`config.mk`:
```
export PLATFORM = sky130hd
export DESIGN_NAME = voice_channel_allocator_core
export DESIGN_NICKNAME = d
export VERILOG_FILES = /design/src/hdl/vca_pkg.sv /design/src/hdl/vca_datapath.sv /design/src/hdl/vca_ctrl.sv /design/src/hdl/voice_channel_allocator_core.sv
export VERILOG_INCLUDE_DIRS = /design/src /design/src/hdl
export SDC_FILE = /design/constraint.sdc
export NUM_CORES = 1
export LEC_CHECK = 0
export ABC_CLOCK_PERIOD_IN_PS = 2100
export BUFFER_PORTS_ARGS = -buffer_cell sky130_fd_sc_hd__buf_2
export CAP_MARGIN = 25
export CORE_MARGIN = 4
export CORE_UTILIZATION = 25
export CTS_CLUSTER_SIZE = 25
export DETAILED_ROUTE_END_ITERATION = 12
export PLACE_DENSITY = 0.44
export SYNTH_ARGS = -nofsm -noshare
export SYNTH_HDL_FRONTEND = slang
export SYNTH_SLANG_ARGS = --single-unit
```
`constraint.sdc`:
```
create_clock -name clock -period 2.1 [get_ports clock]
set_input_delay 0.21 -clock clock [delete_from_list [all_inputs] [get_ports clock]]
set_output_delay 0.21 -clock clock [all_outputs]
set_load 0.005 [all_outputs]
```
`src/hdl/voice_channel_allocator_core_macros.svh`:
```
// Assertion macros for the voice channel allocator.
// Included by the top level; no other dependencies.
`ifndef VOICE_CHANNEL_ALLOCATOR_CORE_MACROS_SVH
`define VOICE_CHANNEL_ALLOCATOR_CORE_MACROS_SVH

// Same-cycle implication, disabled during reset
`define VCA_ASSERT_SAME(lbl, clk, rst, ante, cons) \
   lbl: assert property (@(posedge clk) disable iff (rst) (ante) |-> (cons)) \
      else $error("vca assertion failed");

// Next-cycle implication, disabled during reset
`define VCA_ASSERT_NEXT(lbl, clk, rst, ante, cons) \
   lbl: assert property (@(posedge clk) disable iff (rst) (ante) |=> (cons)) \
      else $error("vca assertion failed");

`endif

```
`src/hdl/vca_pkg.sv`:
```
// Shared types and constants for the voice channel allocator.
// Used by the controller, the datapath and the top level.
package vca_pkg;

   localparam int CMD_W     = 2;
   localparam int NOTE_W    = 7;
   localparam int CHAN_OUT_W = 3;

   // Command codes
   localparam logic [CMD_W-1:0] CMD_NOTE_ON  = 2'd0;
   localparam logic [CMD_W-1:0] CMD_NOTE_OFF = 2'd1;
   localparam logic [CMD_W-1:0] CMD_ALL_OFF  = 2'd2;

   typedef struct packed {
      logic [CMD_W-1:0]  cmd;
      logic [NOTE_W-1:0] note;
   } req_type;

   typedef struct packed {
      logic [CHAN_OUT_W-1:0] channel;
      logic                  key_on;
      logic                  last;
   } rsp_type;

   // Controller to datapath commands
   typedef struct packed {
      logic accept;     // latch the request
      logic dispatch;   // load target and pending mask
      logic steal;      // key-off at steal pointer, advance pointer
      logic key_on;     // store note, key-on at target
      logic scan_step;  // key-off lowest pending channel
   } ctl_type;

   // Datapath to controller status
   typedef struct packed {
      logic [CMD_W-1:0] cmd;
      logic             any_free;
      logic             pend_any;
      logic             out_free;
   } sts_type;

endpackage

```
`src/hdl/vca_datapath.sv`:
```
// Datapath: channel note table, steal pointer, pending mask and result register.
// Depends on vca_pkg; driven by vca_ctrl through ctl_type/sts_type.
module vca_datapath #(
   parameter int CHANNELS = 8
) (
   input  logic              clock,
   input  logic              reset,
   input  vca_pkg::req_type  req_payload,
   input  vca_pkg::ctl_type  ctl,
   output vca_pkg::sts_type  sts,
   input  logic              rsp_ready,
   output logic              rsp_valid,
   output vca_pkg::rsp_type  rsp_payload
);

   localparam int CH_W = (CHANNELS > 1) ? $clog2(CHANNELS) : 1;

   logic [vca_pkg::CMD_W-1:0]  cmd_ff;
   logic [vca_pkg::NOTE_W-1:0] note_ff;
   logic [vca_pkg::NOTE_W-1:0] chan_note_ff [CHANNELS];
   logic [CHANNELS-1:0]        held_ff, held_in;
   logic [CHANNELS-1:0]        pend_ff, pend_in;
   logic [CH_W-1:0]            ptr_ff, ptr_in;
   logic [CH_W-1:0]            target_ff, target_in;
   logic                       rsp_valid_ff, rsp_valid_in;
   vca_pkg::rsp_type           rsp_ff, rsp_in;

   logic [CHANNELS-1:0] match;
   logic [CHANNELS-1:0] pend_oh;
   logic [CHANNELS-1:0] pend_rest;
   logic [CH_W-1:0]     free_idx;
   logic [CH_W-1:0]     pend_idx;
   logic                push;

   // Lowest free channel and lowest pending channel
   always_comb begin
      free_idx = '0;
      pend_idx = '0;
      for (int i = CHANNELS - 1; i >= 0; i--) begin
         if (!held_ff[i]) begin
            free_idx = CH_W'(i);
         end
         if (pend_ff[i]) begin
            pend_idx = CH_W'(i);
         end
      end
   end

   // Per-channel note compare and pending one-hot
   always_comb begin
      for (int i = 0; i < CHANNELS; i++) begin
         match[i]   = held_ff[i] && (chan_note_ff[i] == note_ff);
         pend_oh[i] = (pend_idx == CH_W'(i));
      end
   end

   assign pend_rest = pend_ff & ~pend_oh;
   assign push      = ctl.steal | ctl.key_on | ctl.scan_step;

   // Next-state logic
   always_comb begin
      held_in   = held_ff;
      pend_in   = pend_ff;
      ptr_in    = ptr_ff;
      target_in = target_ff;
      if (ctl.dispatch) begin
         target_in = free_idx;
         pend_in   = (cmd_ff == vca_pkg::CMD_ALL_OFF) ? '1 : match;
      end
      if (ctl.steal) begin
         target_in = ptr_ff;
         ptr_in    = (ptr_ff == CH_W'(CHANNELS - 1)) ? '0 : ptr_ff + 1'b1;
      end
      if (ctl.key_on) begin
         held_in[target_ff] = 1'b1;
      end
      if (ctl.scan_step) begin
         held_in = held_ff & ~pend_oh;
         pend_in = pend_rest;
      end
   end

   // Result register
   always_comb begin
      rsp_in       = rsp_ff;
      rsp_valid_in = rsp_valid_ff && !rsp_ready;
      if (ctl.steal) begin
         rsp_in.channel = vca_pkg::CHAN_OUT_W'(ptr_ff);
         rsp_in.key_on  = 1'b0;
         rsp_in.last    = 1'b0;
      end else if (ctl.key_on) begin
         rsp_in.channel = vca_pkg::CHAN_OUT_W'(target_ff);
         rsp_in.key_on  = 1'b1;
         rsp_in.last    = 1'b1;
      end else if (ctl.scan_step) begin
         rsp_in.channel = vca_pkg::CHAN_OUT_W'(pend_idx);
         rsp_in.key_on  = 1'b0;
         rsp_in.last    = (pend_rest == '0);
      end
      if (push) begin
         rsp_valid_in = 1'b1;
      end
   end

   // Control registers
   always_ff @(posedge clock) begin
      if (reset) begin
         held_ff      <= '0;
         pend_ff      <= '0;
         ptr_ff       <= '0;
         rsp_valid_ff <= 1'b0;
      end else begin
         held_ff      <= held_in;
         pend_ff      <= pend_in;
         ptr_ff       <= ptr_in;
         rsp_valid_ff <= rsp_valid_in;
      end
   end

   // Payload registers
   always_ff @(posedge clock) begin
      target_ff <= target_in;
      rsp_ff    <= rsp_in;
      if (ctl.accept) begin
         cmd_ff  <= req_payload.cmd;
         note_ff <= req_payload.note;
      end
      if (ctl.key_on) begin
         chan_note_ff[target_ff] <= note_ff;
      end
   end

   assign sts.cmd      = cmd_ff;
   assign sts.any_free = ~&held_ff;
   assign sts.pend_any = |pend_ff;
   assign sts.out_free = !rsp_valid_ff || rsp_ready;

   assign rsp_valid   = rsp_valid_ff;
   assign rsp_payload = rsp_ff;

endmodule

```
`src/hdl/vca_ctrl.sv`:
```
// Controller state machine for the voice channel allocator.
// Depends on vca_pkg; commands vca_datapath.
module vca_ctrl (
   input  logic              clock,
   input  logic              reset,
   input  logic              req_valid,
   output logic              req_ready,
   input  vca_pkg::sts_type  sts,
   output vca_pkg::ctl_type  ctl
);

   typedef enum logic [4:0] {
      ST_IDLE     = 5'b00001,
      ST_DISPATCH = 5'b00010,
      ST_STEAL    = 5'b00100,
      ST_KEYON    = 5'b01000,
      ST_SCAN     = 5'b10000
   } state_type;

   state_type state_ff, state_in;

   // Next state and commands
   always_comb begin
      state_in  = state_ff;
      ctl       = '0;
      req_ready = 1'b0;
      unique case (state_ff)
         ST_IDLE: begin
            req_ready = 1'b1;
            if (req_valid) begin
               ctl.accept = 1'b1;
               state_in   = ST_DISPATCH;
            end
         end
         ST_DISPATCH: begin
            ctl.dispatch = 1'b1;
            unique case (sts.cmd) inside
               vca_pkg::CMD_NOTE_ON: begin
                  state_in = sts.any_free ? ST_KEYON : ST_STEAL;
               end
               vca_pkg::CMD_NOTE_OFF, vca_pkg::CMD_ALL_OFF: begin
                  state_in = ST_SCAN;
               end
               default: begin
                  state_in = ST_IDLE;
               end
            endcase
         end
         ST_STEAL: begin
            if (sts.out_free) begin
               ctl.steal = 1'b1;
               state_in  = ST_KEYON;
            end
         end
         ST_KEYON: begin
            if (sts.out_free) begin
               ctl.key_on = 1'b1;
               state_in   = ST_IDLE;
            end
         end
         ST_SCAN: begin
            if (!sts.pend_any) begin
               state_in = ST_IDLE;
            end else if (sts.out_free) begin
               ctl.scan_step = 1'b1;
            end
         end
         default: begin
            state_in = ST_IDLE;
         end
      endcase
   end

   always_ff @(posedge clock) begin
      if (reset) begin
         state_ff <= ST_IDLE;
      end else begin
         state_ff <= state_in;
      end
   end

endmodule

```
`src/hdl/voice_channel_allocator_core.sv`:
```
// Channel   Direction  Fields               Handshake
// req       in         cmd, note            req_valid / req_ready
// rsp       out        channel, key_on, last rsp_valid / rsp_ready
//
// One request at a time. Note-on emits a key-on, preceded by a key-off when a channel
// is stolen; note-off emits a key-off per matching channel, all-off one per channel;
// the sequencer emits one result per cycle into a single output register.
// Reset frees every channel and zeroes the steal pointer.
// A stalled rsp holds the sequencer; the next request is taken once the last
// result is in the output register.
//
// Top level; depends on vca_pkg, vca_ctrl, vca_datapath and the macros header.
`include "voice_channel_allocator_core_macros.svh"

module voice_channel_allocator_core #(
   parameter int CHANNELS = 8
) (
   input  logic              clock,
   input  logic              reset,
   input  logic              req_valid,
   output logic              req_ready,
   input  vca_pkg::req_type  req_payload,
   output logic              rsp_valid,
   input  logic              rsp_ready,
   output vca_pkg::rsp_type  rsp_payload
);

   vca_pkg::ctl_type ctl;
   vca_pkg::sts_type sts;

   vca_ctrl u_ctrl (
      .clock     (clock),
      .reset     (reset),
      .req_valid (req_valid),
      .req_ready (req_ready),
      .sts       (sts),
      .ctl       (ctl)
   );

   vca_datapath #(
      .CHANNELS (CHANNELS)
   ) u_datapath (
      .clock       (clock),
      .reset       (reset),
      .req_payload (req_payload),
      .ctl         (ctl),
      .sts         (sts),
      .rsp_ready   (rsp_ready),
      .rsp_valid   (rsp_valid),
      .rsp_payload (rsp_payload)
   );

   // A transfer in starts a busy period
   `VCA_ASSERT_NEXT(a_busy_after_req, clock, reset, req_valid && req_ready, !req_ready)
   // While idle, any waiting result must be the final one of its request
   `VCA_ASSERT_SAME(a_idle_last, clock, reset, req_ready && rsp_valid, rsp_payload.last)
   // A key-on always ends its request
   `VCA_ASSERT_SAME(a_keyon_last, clock, reset, rsp_valid && rsp_payload.key_on,
                    rsp_payload.last)

endmodule

```
==> results of run 1 <==
metrics by stage:
stage	std cells	area, sq um
6_report	637	5280
5_1_grt	637	5280
4_1_cts	637	5280
3_5_place_dp	623	4970
3_3_place_gp	623	4970
2_1_floorplan	375	4520
report_power, final:
group | internal (mW) | switching [mW] | leakage, nW
clock | 1.03 | 0.708 | 0.145
combinational | 0.140 | 0.178 | 0.743
sequential | 2.11 | 0.0610 | 0.862
total | 3.28 | 0.947 | 1.75
critical path, stage by stage, from the launching register on:
cell and delay (ns):
dfxtp_1 0.39, or4_4 0.65, a21oi_1 0.23, a21boi_0 0.14, o21ai_0 0.31
layer usage:
metal	routed length [um]	vias to the layer above	track usage
met5	0	-	0
met4	204	0	0.0470
met3	266	16	0.0185
met2	4970	47	0.169
met1	5100	1478	0.147
li1	-	1452	-
worst min path at each step:
stage / slack, ns / depth (start not counted) / to / start
finish: 0.04 / 1 / u_datapath.note_ff[6]$_DFFE_PP_ / req_payload[6]
global route: 0.02 / 1 / u_datapath.note_ff[3]$_DFFE_PP_ / req_payload[3]
CTS: 0.02 / 1 / u_datapath.note_ff[3]$_DFFE_PP_ / req_payload[3]
detailed placement: 0.39 / 1 / u_datapath.note_ff[6]$_DFFE_PP_ / req_payload[6]
global placement: 0.39 / 1 / u_datapath.note_ff[6]$_DFFE_PP_ / req_payload[6]
floorplan: 0.31 / 0 / u_datapath.cmd_ff[0]$_DFFE_PP_ / req_payload[7]
area by class of cell:
type                            instances  area (sq um)  area share
Sequential cell                        98          2670       0.506
Clock buffer                            9           225      0.0427
Inverter                                9          33.8     0.00640
Clock inverter                          5          80.1      0.0152
Tap cell                              225           282      0.0533
Timing Repair Buffer                   47           305      0.0578
Multi-Input combinational cell        244          1680       0.318
synth_stat cells (3+ instances only):
cell / n
a211oi_1: 4
a21boi_0: 3
a21oi_1: 13
a311oi_1: 3
a31oi_1: 4
buf_6: 3
clkbuf_1: 16
dfxtp_1: 27
edfxtp_1: 71
ha_1: 5
inv_1: 9
nand2_1: 20
nand2b_1: 4
nand3_1: 10
nand4_1: 13
nor2_1: 32
nor2b_1: 3
nor3_1: 8
nor4_1: 9
o21ai_0: 12
o22ai_1: 3
o32ai_1: 4
o41ai_1: 3
xnor2_1: 32
xor2_1: 26
layout by cell type (no fill, tap or decap), types with 10 or more instances in the layout:
master / n
nand2_1: 20
buf_4: 28
dfxtp_1: 27
buf_2: 19
nand4_1: 13
nor2_1: 32
a21oi_1: 13
nand3_1: 10
xnor2_1: 32
xor2_1: 26
o21ai_0: 12
edfxtp_1: 71
cell families (layout without fill, tap and decap cells):
family | after synthesis | after routing | synth area share
multiplexers | 2 | 2 | 0.00444
AO/OA/AOI/OAI | 68 | 68 | 0.110
XOR/XNOR | 58 | 58 | 0.113
flip-flops | 98 | 98 | 0.592
adder cells (fa/ha/maj) | 5 | 5 | 0.0139
AND/OR/NAND/NOR | 111 | 111 | 0.130
buffers and inverters | 33 | 70 | 0.0369
sequential cells by signal, indices dropped and copies added (netlist names):
register,flops
u_datapath.chan_note_ff,56
u_datapath.rsp_valid,1
u_ctrl.state_ff,5
u_datapath.held_ff,8
u_datapath.target_ff,3
u_datapath.note_ff,7
u_datapath.ptr_ff,3
u_datapath.cmd_ff,2
u_datapath.rsp_payload,5
u_datapath.pend_ff,8
==> impl_metrics.env, run 1 <==
export IMPL_final_max_slew_viol_count=0
export IMPL_r2r_end="u_datapath.rsp_payload[4]$_DFFE_PP_"
export IMPL_fin_hold_ws_ns=0.0363
export IMPL_grt_max_degree=28
export IMPL_cp_max_fo=9
export IMPL_outcome="complete, no violations"
export IMPL_wire_per_inst_um=16.6
export IMPL_n_antenna_cell=0
export IMPL_period_share=0.924
export IMPL_cts_sinks=98
export IMPL_syn_nets=393
export IMPL_syn_to_final_growth_pct=17.0
export IMPL_synth_top_area_frac=0.473
export IMPL_antenna_left=0
export IMPL_dp_hpwl_mm=7.66
export IMPL_rows=48
export IMPL_synth_warnings=0
export IMPL_clockBufferDepth=2
export IMPL_ys_top_cells_by_area="edfxtp_1, dfxtp_1, xnor2_1"
export IMPL_start_util=0.258
export IMPL_fillers=1786
export IMPL_yosysUniqueCellTypes=53
export IMPL_h_tree_depth=3
export IMPL_startpoint_type="flop"
export IMPL_cp_arrival_ns=2.07
export IMPL_tns_ns=0
export IMPL_vias=2993
export IMPL_cts_resized=0
export IMPL_reg2reg_from="u_datapath.pend_ff[0]$_SDFFE_PP0P_"
export IMPL_vias_per_cell=4.70
export IMPL_end_kind="flop"
export IMPL_io_buffers=19
export IMPL_vdd_ir_drop_max_uv=438
export IMPL_synth_edf_count=71
export IMPL_reg2reg_slack_ns=0.16
export IMPL_cts_hold_buf=0
export IMPL_period_minus_slack_ns=1.94
export IMPL_final_net_count=427
export IMPL_grt_pass1_wl_mm=16.8
export IMPL_drive_above_1_share=0.180
export IMPL_coreArea_sq_mm=0.0175
export IMPL_pin_count=20
export IMPL_synth_avg_cell_area_sq_um=12.0
export IMPL_finalHoldViolCount=0
export IMPL_wl_mm=10.5
export IMPL_path_class="reg -> reg"
export IMPL_ys_seq_area_frac=0.592
export IMPL_antenna_found_initial=0
export IMPL_powerDensity_mw_per_mm2=802
export IMPL_holdCritPathClass="in -> reg"
export IMPL_required_ns=2.23
export IMPL_tightest_slew_ns=0.680
export IMPL_fin_total_pwr_mw=4.23
export IMPL_synth_seq_cells=98
export IMPL_pre_cts_ws_ns=0.200
export IMPL_yosysTopAreaCell="edfxtp_1"
export IMPL_rr_worst_depth=4
export IMPL_final_util=0.302
export IMPL_synthFlopType="edfxtp_1"
export IMPL_maxCapViolations=0
export IMPL_cp_startpoint="u_datapath.pend_ff[0]$_SDFFE_PP0P_"
export IMPL_root_buffer="clkbuf_16"
export IMPL_finalSetupViolations=0
export IMPL_async_reset_ff_frac=0
export IMPL_rsz0062_at_grt="false"
export IMPL_setup_ws_ns=0.160
export IMPL_cp_endpoint="u_datapath.rsp_payload[4]$_DFFE_PP_"
export IMPL_drc=0
export IMPL_die_w_um=142
export IMPL_numCtsBuffers=9
export IMPL_first_iter_violations=176
export IMPL_slew_headroom=0.547
export IMPL_p_leak_nw=1.75
export IMPL_clock_latency_ns=0.34
export IMPL_fin_worst_skew_ns=0.00523
export IMPL_synth_area_sq_mm=0.00451
export IMPL_globalplace_congestion=0.821
export IMPL_post_cts_buffers=0
export IMPL_cts_tree="yes"
export IMPL_syn_inst=375
export IMPL_grtUsageTotal=0.108
export IMPL_die_area_sq_mm=0.0203
export IMPL_fmax_ghz=0.516
export IMPL_firstDrtPassIters=4
export IMPL_clkTransAtPathRegs_ns=0.07
export IMPL_die_h_um=142
export IMPL_grt_remaining_overflow=0
export IMPL_grt_pass1_vias=2981
No activity file was read; power rests on OpenSTA's default activity.
==> run 2: changes to the inputs <==
Settings changed: MAX_ROUTING_LAYER set to met4.
==> impl_metrics.env, run 2 (synthesized netlist as in run 1, its figures left out) <==
export IMPL_outcome="complete, no violations"
export IMPL_end_kind="flop"
export IMPL_cp_cell_sequence="nor4_1, buf_4, and3_1, o21ai_4, o32ai_1, nor2_1"
export IMPL_rr_worst_depth=6
export IMPL_crit_family="simple AND/OR/NAND/NOR gates"
export IMPL_grt_use_met2=0.170
export IMPL_pwr_share_comb=0.078
export IMPL_crit_slowest_cell="dfxtp_1"
export IMPL_rows=48
export IMPL_finalSetupViolations=0
export IMPL_vias=2964
export IMPL_layout_commonest_cell="edfxtp_1"
export IMPL_slew_headroom=0.557
export IMPL_antenna_found_initial=0
export IMPL_syn_to_final_growth_pct=16.7
export IMPL_top_register="u_datapath.chan_note_ff"
export IMPL_grtUsageMet1=0.148
export IMPL_holdPathEnd="u_datapath.note_ff[1]$_DFFE_PP_"
export IMPL_cp_arrival_ns=2.10
export IMPL_vias_per_cell=4.62
export IMPL_final_net_count=429
export IMPL_path_class="reg -> reg"
export IMPL_tightest_slew_ns=0.665
export IMPL_coreArea_sq_mm=0.0175
export IMPL_regArea_sq_mm=0.00267
export IMPL_fillers=1766
export IMPL_period_share=0.900
export IMPL_maxCapViolations=0
export IMPL_final_max_slew_viol_count=0
export IMPL_startpoint_type="flop"
export IMPL_numCtsBuffers=9
export IMPL_grt_max_degree=28
export IMPL_clockBufferDepth=2
export IMPL_die_w_um=142
export IMPL_path_buf_inv=1
export IMPL_h_tree_depth=3
export IMPL_cts_sinks=98
export IMPL_cts_tree="yes"
export IMPL_firstDrtPassIters=4
export IMPL_drive_above_1_share=0.188
export IMPL_vdd_ir_drop_max_uv=371
export IMPL_reg_largest_list="u_datapath.chan_note_ff (56), u_datapath.held_ff (8), u_datapath.pend_ff (8)"
export IMPL_clkTransAtPathRegs_ns=0.07
export IMPL_first_iter_violations=141
export IMPL_dp_hpwl_mm=7.71
export IMPL_antenna_left=0
export IMPL_n_antenna_cell=0
export IMPL_cts_resized=0
export IMPL_netSwitchingFraction=0.241
export IMPL_sequentialPowerShare=0.536
export IMPL_p_leak_nw=1.75
export IMPL_globalplace_congestion=0.814
export IMPL_finalHoldViolCount=0
export IMPL_fin_total_pwr_mw=4.05
export IMPL_p_switching_uw=977
export IMPL_cp_max_fo=8
export IMPL_largest_register_ff_count=56
export IMPL_fmax_ghz=0.529
export IMPL_die_area_sq_mm=0.0203
export IMPL_reg2reg_slack_ns=0.21
export IMPL_powerDensity_mw_per_mm2=769
export IMPL_post_cts_buffers=0
export IMPL_wire_per_inst_um=16.2
export IMPL_io_buffers=19
export IMPL_cts_hold_buf=0
export IMPL_r2r_end="u_datapath.held_ff[3]$_SDFFE_PP0P_"
export IMPL_reg2reg_from="u_ctrl.state_ff[1]$_SDFFE_PP0P_"
export IMPL_grt_pass1_vias=2971
export IMPL_pin_count=20
export IMPL_wl_mm=10.4
export IMPL_fin_hold_ws_ns=0.0388
export IMPL_start_util=0.258
export IMPL_clock_latency_ns=0.34
export IMPL_rsz0062_at_grt="false"
export IMPL_grt_remaining_overflow=0
export IMPL_grt_pass1_wl_mm=16.8
export IMPL_grtUsageMet3=0.0165
export IMPL_multi_input_area_sq_mm=0.00168
export IMPL_busiest_layer="met2"
export IMPL_final_cell_mix="edfxtp_1, nor2_1, xnor2_1"
export IMPL_hp_start="req_payload[1]"
export IMPL_hold_depth=1
export IMPL_p_int_mw=3.08
export IMPL_fin_worst_skew_ns=0.00936
export IMPL_holdCritPathClass="in -> reg"
export IMPL_clkPwrFrac=0.385
export IMPL_period_minus_slack_ns=1.89
export IMPL_max_stage_delay_ns=0.39
export IMPL_required_ns=2.31
export IMPL_grtUsageTotal=0.111
export IMPL_root_buffer="clkbuf_16"
export IMPL_drc=0
export IMPL_tns_ns=0
export IMPL_die_h_um=142
## run 2: metrics by stage
step,setup WS [ns],cell area [sq um],cells,util
detailed placement,0.224,4990,625,0.285
finish,0.210,5270,641,0.301
floorplan,0.117,4520,375,-
global route,0.0505,5270,641,0.301
global placement,0.264,4990,625,0.285
CTS,0.207,5270,641,0.301
## run 2: worst max path at each step
| stage | startpoint | to | slack [ns] | depth (start not counted) |
|---|---|---|---|---|
| 3_5_place_dp | u_ctrl.state_ff[1]$_SDFFE_PP0P_ | u_datapath.held_ff[3]$_SDFFE_PP0P_ | 0.22 | 6 |
| 5_1_grt | u_ctrl.state_ff[2]$_SDFFE_PP0P_ | u_datapath.held_ff[3]$_SDFFE_PP0P_ | 0.05 | 6 |
| 4_1_cts | u_ctrl.state_ff[1]$_SDFFE_PP0P_ | u_datapath.held_ff[3]$_SDFFE_PP0P_ | 0.21 | 6 |
| 2_1_floorplan | u_ctrl.state_ff[0]$_SDFFE_PP1P_ | u_datapath.chan_note_ff[5][0]$_DFFE_PP_ | 0.12 | 4 |
| 6_report | u_ctrl.state_ff[1]$_SDFFE_PP0P_ | u_datapath.held_ff[3]$_SDFFE_PP0P_ | 0.21 | 6 |
| 3_3_place_gp | u_ctrl.state_ff[1]$_SDFFE_PP0P_ | u_datapath.rsp_payload[0]$_SDFFE_PP0P_ | 0.26 | 6 |
## run 2: worst reg2reg max path, stage by stage (launching register included)
cell and delay (ns):
dfxtp_1 0.39, nor4_1 0.32, buf_4 0.16, and3_1 0.35, o21ai_4 0.17, o32ai_1 0.31
nor2_1 0.06
## run 2: cell type report
class	count	share of cell area
multi-input combinational	244	0.319
clock buffer	10	0.0435
tap	225	0.0535
clock inverter	6	0.00950
inverter	9	0.00641
sequential	98	0.507
timing repair buffer	49	0.0608
## run 2: per-layer routing
metal	share of wire	vias up
met1	0.49	1462
met3	0.019	12
li1	-	1453
met4	0.020	0
met5	0	-
met2	0.47	37
## run 2: power groups by stage
| stage | combinational, mW | clock [mW] | sequential [mW] |
|---|---|---|---|
| after floorplan | 0.237 | 0 | 2.18 |
| after global placement | 0.321 | 0 | 2.22 |
| after detailed placement | 0.322 | 0 | 2.22 |
| after CTS | 0.324 | 1.61 | 2.17 |
| after global routing | 0.354 | 1.70 | 2.18 |
| final | 0.317 | 1.56 | 2.17 |
==> run 3: changes to the inputs <==
Settings changed: ABC_CLOCK_PERIOD_IN_PS 2100 to 1600, CORE_UTILIZATION 25 to 50, PLACE_DENSITY 0.44 to 0.73.
Clock period 2.1 ns to 1.6 ns, I/O delays scaled along.
==> impl_metrics.env, run 3 (synthesized netlist as in run 1, its figures left out) <==
export IMPL_fin_worst_skew_ns=0.0184
export IMPL_cp_max_fo=7
export IMPL_maxCapViolations=0
export IMPL_die_area_sq_mm=0.0106
export IMPL_largest_register_ff_count=56
export IMPL_layout_commonest_cell="edfxtp_1"
export IMPL_setup_ws_ns=-0.183
export IMPL_period_minus_slack_ns=1.78
export IMPL_crit_family="simple AND/OR/NAND/NOR gates"
export IMPL_final_cell_mix="edfxtp_1, buf_4, xnor2_1"
export IMPL_multi_input_area_sq_mm=0.00202
export IMPL_fillers=609
export IMPL_cts_sinks=98
export IMPL_clock_latency_ns=0.37
export IMPL_coreArea_sq_mm=0.00876
export IMPL_grt_pass1_wl_mm=16.8
export IMPL_final_net_count=500
export IMPL_dr_max_layer_used="met4"
export IMPL_final_max_slew_viol_count=0
export IMPL_clockBufferDepth=2
export IMPL_vdd_ir_drop_max_uv=695
export IMPL_end_kind="flop"
export IMPL_firstDrtPassIters=4
export IMPL_die_h_um=103
export IMPL_regArea_sq_mm=0.00268
export IMPL_period_share=1.11
export IMPL_p_leak_nw=2.19
export IMPL_rsz0062_at_grt="true"
export IMPL_grt_remaining_overflow=0
export IMPL_dp_hpwl_mm=7.29
export IMPL_first_iter_violations=139
export IMPL_io_buffers=19
export IMPL_pin_count=20
export IMPL_violations="negative setup slack"
export IMPL_fin_cells=595
export IMPL_tightest_slew_ns=0.559
export IMPL_fin_total_pwr_mw=4.97
export IMPL_reg_largest_list="u_datapath.chan_note_ff (56), u_datapath.held_ff (8), u_datapath.pend_ff (8)"
export IMPL_syn_to_final_growth_pct=34.1
export IMPL_holdCritPathClass="in -> reg"
export IMPL_cts_tree="yes"
export IMPL_top_register="u_datapath.chan_note_ff"
export IMPL_grtUsageTotal=0.216
export IMPL_slew_headroom=0.627
export IMPL_finalHoldViolCount=0
export IMPL_outcome="complete, but fails checks"
export IMPL_fin_area_sq_mm=0.00605
export IMPL_crit_slowest_cell="or4_4"
export IMPL_wl_met3_um=513
export IMPL_root_buffer="clkbuf_8"
export IMPL_numCtsBuffers=9
export IMPL_die_w_um=103
export IMPL_fmax_ghz=0.561
export IMPL_path_buf_inv=0
export IMPL_path_class="reg -> reg"
export IMPL_grt_max_degree=28
export IMPL_grt_pass1_vias=3273
export IMPL_startpoint_type="flop"
export IMPL_rows=34
export IMPL_pre_cts_ws_ns=-0.201
export IMPL_start_util=0.515
export IMPL_vias=3370
export IMPL_wire_per_inst_um=18.4
export IMPL_clkTransAtPathRegs_ns=0.11
export IMPL_vias_per_cell=5.66
export IMPL_drive_above_1_share=0.394
export IMPL_max_stage_delay_ns=0.63
export IMPL_finalSetupViolations=74
export IMPL_powerDensity_mw_per_mm2=821
export IMPL_h_tree_depth=3
export IMPL_wl_met1_mm=4.73
export IMPL_globalplace_congestion=0.918
export IMPL_n_antenna_cell=0
export IMPL_wl_met2_mm=5.38
export IMPL_antenna_found_initial=0
export IMPL_cp_arrival_ns=2.03
export IMPL_drc=0
export IMPL_cp_cell_sequence="or4_4, o21ai_4, mux2i_1, o32ai_1"
export IMPL_wl_mm=10.9
export IMPL_placed_cells=550
export IMPL_required_ns=1.84
export IMPL_dpl_cell_area_sq_mm=0.00530
export IMPL_antenna_left=0
run 3: changes by cell type in the layout (fill, tap and decap cells not counted), moves of 7 or more:
cell / previous run / this run
nor2_1: 32 / 24
clkbuf_16: 9 / 0
buf_6: 0 / 23
clkbuf_8: 0 / 9
buf_4: 30 / 65
o21ai_0: 12 / 5
nand2_1: 20 / 12
dlygate4sd3_1: 0 / 9
run 3: layer usage:
metal,vias up,track usage
met5,-,-
met4,0,0.0827
met2,97,0.337
li1,1595,-
met1,1648,0.283
met3,30,0.0392
run 3: final timing paths:
path,depth (start not counted),end,startpoint,slack [ns]
max,4,u_datapath.pend_ff[4]$_SDFFE_PP0P_,u_datapath.pend_ff[0]$_SDFFE_PP0P_,-0.18
min,3,u_ctrl.state_ff[1]$_SDFFE_PP0P_,req_valid,0.09
max reg2reg,4,u_datapath.pend_ff[4]$_SDFFE_PP0P_,u_datapath.pend_ff[0]$_SDFFE_PP0P_,-0.18
min reg2reg,2,u_datapath.rsp_payload[1]$_SDFFE_PP0P_,u_datapath.rsp_payload[1]$_SDFFE_PP0P_,0.46
run 3: worst min-delay path, cell delays in order:
cell and delay (ns):
buf_2 0.12, inv_1 0.08, nor3_1 0.06
run 3: area by class of cell:
type | instances | share of cell area
inverters | 9 | 0.00558
repair buffers | 120 | 0.167
flip-flops and latches | 98 | 0.443
well taps | 108 | 0.0223
clock inverters | 6 | 0.00786
multi-input cells | 244 | 0.333
clock buffers | 10 | 0.0211
run 3: stage by stage:
step	setup TNS (ns)	hold slack, ns	utilization
2_1_floorplan	-3.31	0.259	-
3_3_place_gp	-1.35	0.337	0.605
3_5_place_dp	-3.57	0.338	0.605
4_1_cts	-2.79	0.0773	0.649
5_1_grt	-10.31	0.109	0.691
6_report	-5.85	0.0919	0.691
run 3: timing repair:
item,in CTS,in global routing
resized for setup,20,75
pin swaps,10,23
buffers inserted,5,17
hold buffers,9,0
gates cloned,0,1
endpoints found under the hold margin,9,0
endpoints found under the setup margin,66,91
run 3: power breakdown:
group | total (mW) | switching [mW] | internal (mW)
Sequential | 2.81 | 0.0367 | 2.77
Combinational | 0.681 | 0.342 | 0.339
Clock | 1.48 | 0.898 | 0.583
Total | 4.97 | 1.28 | 3.69
